--- src/design/mbrp_pkg.sv ---
// Shared constants, types and the CRC byte function of the Modbus request parser.
`timescale 1ns / 1ps
package mbrp_pkg;

    localparam int          LEN_BITS_DEFAULT  = 9;
    localparam logic [15:0] CRC_POLY          = 16'hA001;
    localparam logic [15:0] CRC_INIT          = 16'hFFFF;
    localparam int          MIN_FRAME_LEN     = 8;
    localparam int          CRC_BYTES         = 2;
    localparam int          HDR_DEPTH         = 7;
    localparam int          HDR_IDX_W         = $clog2(HDR_DEPTH);
    localparam logic [7:0]  FC_WRITE_MULTIPLE = 8'h10;

    typedef struct packed {
        logic        frame_ok;
        logic [7:0]  unit_id;
        logic [7:0]  function_code;
        logic [15:0] start_address;
        logic [15:0] register_count;
        logic [7:0]  data_byte_count;
    } t_result;

    // Reflected CRC-16 update over one byte, LSB first.
    function automatic logic [15:0] crc16_byte(input logic [15:0] crc, input logic [7:0] b);
        logic [15:0] c;
        c = crc ^ {8'h00, b};
        for (int k = 0; k < 8; k++) begin
            if (c[0]) begin
                c = (c >> 1) ^ CRC_POLY;
            end else begin
                c = c >> 1;
            end
        end
        return c;
    endfunction

endpackage

--- src/design/mbrp_ifs.sv ---
// Valid/ready channel interfaces for request bytes and parse results.
`timescale 1ns / 1ps
interface mbrp_req_if;
    logic       valid;
    logic       ready;
    logic [7:0] data_byte;
    logic       frame_end;

    modport source (output valid, output data_byte, output frame_end, input ready);
    modport sink   (input valid, input data_byte, input frame_end, output ready);
endinterface

interface mbrp_res_if;
    logic        valid;
    logic        ready;
    logic        frame_ok;
    logic [7:0]  unit_id;
    logic [7:0]  function_code;
    logic [15:0] start_address;
    logic [15:0] register_count;
    logic [7:0]  data_byte_count;

    modport source (output valid, output frame_ok, output unit_id, output function_code,
                    output start_address, output register_count, output data_byte_count,
                    input ready);
    modport sink   (input valid, input frame_ok, input unit_id, input function_code,
                    input start_address, input register_count, input data_byte_count,
                    output ready);
endinterface

--- src/design/mbrp_accum.sv ---
// Per-frame CRC, length and header accumulation with the end-of-frame check.
`timescale 1ns / 1ps
module mbrp_accum #(
    parameter int LENGTH_COUNTER_BITS = mbrp_pkg::LEN_BITS_DEFAULT
) (
    input  logic              i_clk,
    input  logic              i_rst_n,
    input  logic              i_accept,
    input  logic [7:0]        i_data_byte,
    input  logic              i_frame_end,
    output logic              o_res_valid,
    output mbrp_pkg::t_result o_res
);
    localparam int LW = LENGTH_COUNTER_BITS;
    localparam int CW = LENGTH_COUNTER_BITS + 1;

    logic [15:0]   r_crc, n_crc;
    logic [LW-1:0] r_len, n_len;
    logic [7:0]    r_hdr [mbrp_pkg::HDR_DEPTH];

    logic          crc_zero;
    logic          len_ok;
    logic          wm_long;
    logic [CW-1:0] need_len;

    always_comb begin
        n_crc = mbrp_pkg::crc16_byte(r_crc, i_data_byte);
        n_len = (r_len == {LW{1'b1}}) ? r_len : r_len + LW'(1);
    end

    // A frame that passes the length check has all header bytes stored before its last beat.
    always_comb begin
        crc_zero = (n_crc == 16'h0000);
        len_ok   = (n_len >= LW'(mbrp_pkg::MIN_FRAME_LEN));
        wm_long  = (r_hdr[1] == mbrp_pkg::FC_WRITE_MULTIPLE)
                 && (n_len >= LW'(mbrp_pkg::MIN_FRAME_LEN + 1));
        need_len = CW'(mbrp_pkg::HDR_DEPTH + mbrp_pkg::CRC_BYTES) + CW'(r_hdr[6]);
        o_res    = '0;
        if (len_ok && crc_zero) begin
            o_res.frame_ok       = 1'b1;
            o_res.unit_id        = r_hdr[0];
            o_res.function_code  = r_hdr[1];
            o_res.start_address  = {r_hdr[2], r_hdr[3]};
            o_res.register_count = {r_hdr[4], r_hdr[5]};
            if (wm_long) begin
                o_res.data_byte_count = r_hdr[6];
                o_res.frame_ok        = ({1'b0, n_len} >= need_len);
            end
        end
        o_res_valid = i_accept && i_frame_end;
    end

    always_ff @(posedge i_clk) begin
        if (!i_rst_n) begin
            r_crc <= mbrp_pkg::CRC_INIT;
            r_len <= '0;
        end else if (i_accept) begin
            if (i_frame_end) begin
                r_crc <= mbrp_pkg::CRC_INIT;
                r_len <= '0;
            end else begin
                r_crc <= n_crc;
                r_len <= n_len;
            end
        end
    end

    // Store header bytes only; later bytes feed only the CRC and the length counter.
    always_ff @(posedge i_clk) begin
        if (i_accept && (r_len < LW'(mbrp_pkg::HDR_DEPTH))) begin
            r_hdr[r_len[mbrp_pkg::HDR_IDX_W-1:0]] <= i_data_byte;
        end
    end

endmodule

--- src/design/mbrp_out_reg.sv ---
// One-entry result register that holds a finished result until the sink takes it.
`timescale 1ns / 1ps
module mbrp_out_reg (
    input  logic              i_clk,
    input  logic              i_rst_n,
    input  logic              i_load,
    input  mbrp_pkg::t_result i_res,
    output logic              o_free,
    mbrp_res_if.source        o_res
);
    logic              r_valid;
    mbrp_pkg::t_result r_res;

    // Free when empty or when the held beat leaves this cycle.
    assign o_free = !r_valid || o_res.ready;

    always_ff @(posedge i_clk) begin
        if (!i_rst_n) begin
            r_valid <= 1'b0;
        end else if (i_load) begin
            r_valid <= 1'b1;
        end else if (o_res.ready) begin
            r_valid <= 1'b0;
        end
    end

    always_ff @(posedge i_clk) begin
        if (i_load) begin
            r_res <= i_res;
        end
    end

    assign o_res.valid           = r_valid;
    assign o_res.frame_ok        = r_res.frame_ok;
    assign o_res.unit_id         = r_res.unit_id;
    assign o_res.function_code   = r_res.function_code;
    assign o_res.start_address   = r_res.start_address;
    assign o_res.register_count  = r_res.register_count;
    assign o_res.data_byte_count = r_res.data_byte_count;

endmodule

--- src/design/modbus_request_frame_parser_top.sv ---
// Top level of the Modbus RTU request frame parser.
// Takes one request byte per beat, every cycle unless a held result stalls it, with frame_end
// on the last byte. The CRC-16 (reflected, 0xA001, seed 0xFFFF) is updated combinationally
// over each byte, and the result of a frame appears on the output channel the cycle after
// its last byte is taken. The result register is the only buffer: a byte is taken while that
// register is empty or being drained, so a stalled sink holds off the byte stream. Throughput
// is one byte per cycle while the sink keeps up. The frame length counter is LENGTH_COUNTER_BITS
// wide and saturates on long frames.
`timescale 1ns / 1ps
module modbus_request_frame_parser_top #(
    parameter int LENGTH_COUNTER_BITS = mbrp_pkg::LEN_BITS_DEFAULT
) (
    input  logic      i_clk,
    input  logic      i_rst_n,
    mbrp_req_if.sink  i_req,
    mbrp_res_if.source o_res
);
    logic              w_free;
    logic              w_accept;
    logic              w_res_valid;
    mbrp_pkg::t_result w_res;

    assign i_req.ready = w_free;
    assign w_accept    = i_req.valid && w_free;

    mbrp_accum #(
        .LENGTH_COUNTER_BITS(LENGTH_COUNTER_BITS)
    ) u_accum (
        .i_clk       (i_clk),
        .i_rst_n     (i_rst_n),
        .i_accept    (w_accept),
        .i_data_byte (i_req.data_byte),
        .i_frame_end (i_req.frame_end),
        .o_res_valid (w_res_valid),
        .o_res       (w_res)
    );

    mbrp_out_reg u_out_reg (
        .i_clk   (i_clk),
        .i_rst_n (i_rst_n),
        .i_load  (w_res_valid),
        .i_res   (w_res),
        .o_free  (w_free),
        .o_res   (o_res)
    );

endmodule
--- src/flat_wrapper.sv ---
// flat-port wrapper written by rule: the top's interface ports become plain ports
module modbus_request_frame_parser_top_flat 
#(
    parameter int LENGTH_COUNTER_BITS = mbrp_pkg::LEN_BITS_DEFAULT
)
  (i_clk, i_rst_n, i_req_valid, i_req_data_byte, i_req_frame_end, i_req_ready, o_res_valid, o_res_frame_ok, o_res_unit_id, o_res_function_code, o_res_start_address, o_res_register_count, o_res_data_byte_count, o_res_ready);
  mbrp_req_if i_req_i ();
  mbrp_res_if o_res_i ();
  input  logic i_clk;
  input  logic i_rst_n;
  input wire logic [$bits(i_req_i.valid)-1:0] i_req_valid;
  input wire logic [$bits(i_req_i.data_byte)-1:0] i_req_data_byte;
  input wire logic [$bits(i_req_i.frame_end)-1:0] i_req_frame_end;
  output wire logic [$bits(i_req_i.ready)-1:0] i_req_ready;
  output wire logic [$bits(o_res_i.valid)-1:0] o_res_valid;
  output wire logic [$bits(o_res_i.frame_ok)-1:0] o_res_frame_ok;
  output wire logic [$bits(o_res_i.unit_id)-1:0] o_res_unit_id;
  output wire logic [$bits(o_res_i.function_code)-1:0] o_res_function_code;
  output wire logic [$bits(o_res_i.start_address)-1:0] o_res_start_address;
  output wire logic [$bits(o_res_i.register_count)-1:0] o_res_register_count;
  output wire logic [$bits(o_res_i.data_byte_count)-1:0] o_res_data_byte_count;
  input wire logic [$bits(o_res_i.ready)-1:0] o_res_ready;
  assign i_req_i.valid = i_req_valid;
  assign i_req_i.data_byte = i_req_data_byte;
  assign i_req_i.frame_end = i_req_frame_end;
  assign i_req_ready = i_req_i.ready;
  assign o_res_valid = o_res_i.valid;
  assign o_res_frame_ok = o_res_i.frame_ok;
  assign o_res_unit_id = o_res_i.unit_id;
  assign o_res_function_code = o_res_i.function_code;
  assign o_res_start_address = o_res_i.start_address;
  assign o_res_register_count = o_res_i.register_count;
  assign o_res_data_byte_count = o_res_i.data_byte_count;
  assign o_res_i.ready = o_res_ready;
  modbus_request_frame_parser_top #(.LENGTH_COUNTER_BITS(LENGTH_COUNTER_BITS)) u_core (.i_clk(i_clk), .i_rst_n(i_rst_n), .i_req(i_req_i), .o_res(o_res_i));
endmodule
--- config.mk ---
export PLATFORM = sky130hd
export DESIGN_NAME = modbus_request_frame_parser_top_flat
export DESIGN_NICKNAME = d
export VERILOG_FILES = /design/src/design/mbrp_pkg.sv /design/src/design/mbrp_ifs.sv /design/src/design/mbrp_accum.sv /design/src/design/mbrp_out_reg.sv /design/src/design/modbus_request_frame_parser_top.sv /design/src/flat_wrapper.sv
export SDC_FILE = /design/constraint.sdc
export NUM_CORES = 1
export LEC_CHECK = 0
export BUFFER_PORTS_ARGS = -buffer_cell sky130_fd_sc_hd__buf_2
export CORE_MARGIN = 5
export CORE_UTILIZATION = 60
export CTS_BUF_LIST = sky130_fd_sc_hd__clkbuf_4 sky130_fd_sc_hd__clkbuf_8
export CTS_CLUSTER_DIAMETER = 40
export DETAILED_ROUTE_END_ITERATION = 10
export GPL_TIMING_DRIVEN = 0
export PLACE_DENSITY = 0.82
export SLEW_MARGIN = 20
export SYNTH_ARGS = -nofsm -noshare
export SYNTH_HDL_FRONTEND = slang
export SYNTH_SLANG_ARGS = --single-unit
--- constraint.sdc ---
create_clock -name i_clk -period 5.49 [get_ports i_clk]
set_clock_uncertainty 0.2 [all_clocks]
set_input_delay 0.8235 -clock i_clk [delete_from_list [all_inputs] [get_ports i_clk]]
set_output_delay 0.8235 -clock i_clk [all_outputs]
set_load 0.005 [all_outputs]
==> metrics.md <==
| Metric | Value |
|---|---|
| Critical path endpoint category | flip-flop |
| Top-area cell type share of the netlist area | 0.599 |
| Distinct cells, synth | 50 |
| Length in cells of the worst reg-to-reg path | 11 |
| CP Depth | 11 |
| Peak VDD IR | around 290 uV |
| Core ar. | 9240 um2 |
| Worst min-delay path class | flip-flop to flip-flop |
| PortBufs | 71 |
| CTS sink count | 139 |
| Final #Nets | 521 |
| Synth Net Count | between 400 and 500 |
| FMAX | between 300 and 400 MHz |
| Resized cells post-CTS | 0 |
| Drt first pass iters | 5 |
| Clock tree buffer depth | 2 |
| HPWL after DPL | approximately 7500 um |
| Initial antenna violation count | 0 |
| Layout Area Growth over Synthesis | 17.4% |
| Initial DRC Count | approximately 240 |
| Cell Area, Synth | roughly 5700 um2 |
| Share of layout cells above drive strength 1 | 0.244 |
| Slew @ Worst Pin | ~1 ns |
| Pleak | around 2.5 nW |
| Worst-Skew Late Latency | 0.42 ns |
| Worst path max stage delay | 0.40 ns |
| Total CTS buffers | 17 |
| Largest net degree at the start of global routing | 33 |
| Vias per cell | roughly 5.5 |
| Min-Delay Path Depth | 2 |
| WP buf/inv | 1 |
| Routed WL | 10800 um |
| CTS tree | done |
| EDFF count, synth | roughly 110 |
| Post-CTS Setup Repair Bufs | 0 |
| Top Family by Delay on Critical Path | compound AO/OA/AOI/OAI gates |
| Critical path endpoint | u_core.u_out_reg.o_res.frame_ok |
| Avg WL per Cell | 16.9 um |
| Placed cell areas | 6230 um2 |
| Final-report hold violation count | 0 |
| Worst Setup SP | u_core.u_accum.r_len[1] |
| N_diodes | 0 |
| Total of warnings raised by yosys | 0 |
| First-pass GRT wire length | between 15000 and 20000 um |
| Final Util | 0.720 |
| Crit-path slowest cell | dfxtp_1 |
| Initial Util | 0.613 |
| RSZ-0062 raised after global routing | false |
| Die area | 11500 um2 |
| Final Setup Violations | 0 |
| Min Tclk post-route | around 3.2 ns |
| Vias | about 3500 |
| Number of synthesized register bits | around 140 |
| Root buf cell | clkbuf_8 |
| Fillers | 591 |
| Core Rows | 35 |
| Flop2flop setup slack | 2.24 ns |
| Max Cap Viol | 0 |
| Min-Delay Startpoint | u_core.u_accum.r_crc[10] |
| Syn_area_per_cell | ~14 um2 |
| R2R Path Start | u_core.u_accum.r_len[1] |
| Crit path DAT | 3.21 ns |
| Final Slew Violations | 0 |
| Startpoint types | flip-flop |
| Die Wd | roughly 110 um |
| H-tree depth | 4 |
| Vias in the first global route | around 3400 |
| Die H | 107 um |
| PwrDens | ~330 nW/um2 |
| Worst rel slew slack | 0.343 |
| Design area | about 6700 um2 |
| Critical-path cell list | ha_1 > and4_1 > buf_2 > nand2_1 > mux2_2 > ha_1 > o21ai_0 > o31ai_1 > o21ai_0 > a21boi_0 > o31a_1 |
| Routability-driven placement congestion ratio | about 0.94 |
| Post-DRT Antenna Nets | 0 |
| Worst-path clk slew | 0.08 ns |
| Synth Instances | between 400 and 500 |
| Seq/Total Area, Yosys | 0.691 |
| GRT Util Overall | 0.198 |
| Residual DRC count | 0 |
| Crit Path Class | flip-flop to flip-flop |
| Max FO, Critical Path | 9 |
| Largest cells by area after synthesis | edfxtp_1 (60%), dfxtp_1 (9.2%), and2_1 (6.5%) |
| Period utilization | 0.591 |
| Cts hold-fix bufs | 0 |
| Status | complete, no violations |
| Grt ovf | 0 |
| Asr flop ratio synth | 0 |
| Worst R2R End | u_core.u_out_reg.o_res.frame_ok |
| Area leader, netlist | edfxtp_1 |
| Top FF cell, synth | edfxtp_1 |
| # IOs | 72 |
| Worst Path Required | between 5 and 6 ns |
==> power by group <==
part	internal (mW)	switching [mW]	leakage, nW
registers	1.17	0.0158	1.27
logic	0.0858	0.108	1.09
clock network	0.412	0.404	0.188
total	1.67	0.528	2.55
==> cell type report <==
cell class	count	area (um2)	area share
sequential	139	3910	0.588
multi-input combinational	248	1700	0.256
timing repair buffer	73	395	0.0594
clock buffer	17	234	0.0352
clock inverter	15	164	0.0246
tap	129	161	0.0243
buffer	16	67.6	0.0102
inverter	4	15.0	0.00226
==> Yosys cell counts, drive strengths merged (5+ instances only) <==
cell and count:
o21ai 8, nor2 15, a22oi 5, nor3 5, a21oi 10, and2 59, nand3 12, xor2 10
a31oi 5, ha 9, nor3b 5, edfxtp 113, dfxtp 26, xnor2 18, nor2b 6, nand2 32
o211ai 7, clkbuf 13
==> flip-flops by register name, indices dropped and copies added (netlist names), 8 cells and up <==
name	flops
u_core.u_out_reg.o_res.function_code	8
u_core.u_accum.r_len	9
u_core.u_out_reg.o_res.start_address	16
u_core.u_accum.r_hdr	56
u_core.u_out_reg.o_res.data_byte_count	8
u_core.u_accum.r_crc	16
u_core.u_out_reg.o_res.unit_id	8
u_core.u_out_reg.o_res.register_count	16
==> layout by cell type, fill, tap and decap left out, types with 8 or more instances in the layout <==
cell type | Yosys | layout
a21oi_1 | 10 | 10
and2_1 | 59 | 59
buf_2 | 2 | 73
clkbuf_1 | 12 | 12
clkbuf_8 | 0 | 17
dfxtp_1 | 26 | 26
edfxtp_1 | 113 | 113
ha_1 | 9 | 9
nand2_1 | 32 | 32
nand3_1 | 12 | 12
nor2_1 | 14 | 13
o21ai_0 | 8 | 8
xnor2_1 | 16 | 16
xor2_1 | 9 | 9
==> worst min-delay path, delay by kind of cell, from the launching register on <==
family           cells  cell delay, ns
and+or+nand+nor      2            0.13
DFF                  1            0.33
==> how the worst min path moves through the flow <==
stage	slack, ns	to
6_report	0.29	u_core.u_accum.r_crc[2]
2_1_floorplan	0.26	u_core.u_accum.r_crc[1]
3_5_place_dp	0.28	u_core.u_accum.r_crc[14]
3_3_place_gp	0.27	u_core.u_accum.r_crc[1]
4_1_cts	0.29	u_core.u_accum.r_crc[14]
5_1_grt	0.32	u_core.u_accum.r_crc[14]
==> per-stage QoR <==
stage          power [mW]  std cells  hold slack (ns)  setup slack [ns]  setup TNS [ns]
3_5_place_dp         1.40        609            0.279              2.07               0
4_1_cts              2.20        641            0.290              2.29               0
3_3_place_gp         1.39        607            0.269            -0.123          -0.942
6_report             2.20        641            0.293              2.24               0
2_1_floorplan        1.34        407            0.260             0.990               0
5_1_grt              2.28        641            0.316              2.05               0
==> metal layers <==
layer  vias to the layer above  share of wire  track usage
li1                       1675              -            -
met1                      1675           0.43        0.268
met2                       146           0.49        0.320
met3                        14          0.071       0.0482
met4                         0          0.013       0.0603
met5                         -              0            0
==> cells by family (layout without fill, tap and decap cells) <==
kind of cell               after synthesis  after routing  share of synthesized area
DFF                                    139            139                      0.691
adders and majority gates                9              9                     0.0199
muxes                                    3              3                    0.00552
buffers and inverters                   20            125                     0.0146
AOI/OAI and AO/OA                       52             52                     0.0634
and+or+nand+nor                        154            154                      0.150
xor gates and xnor gates                30             30                     0.0559
No activity file was read; power rests on OpenSTA's default activity.
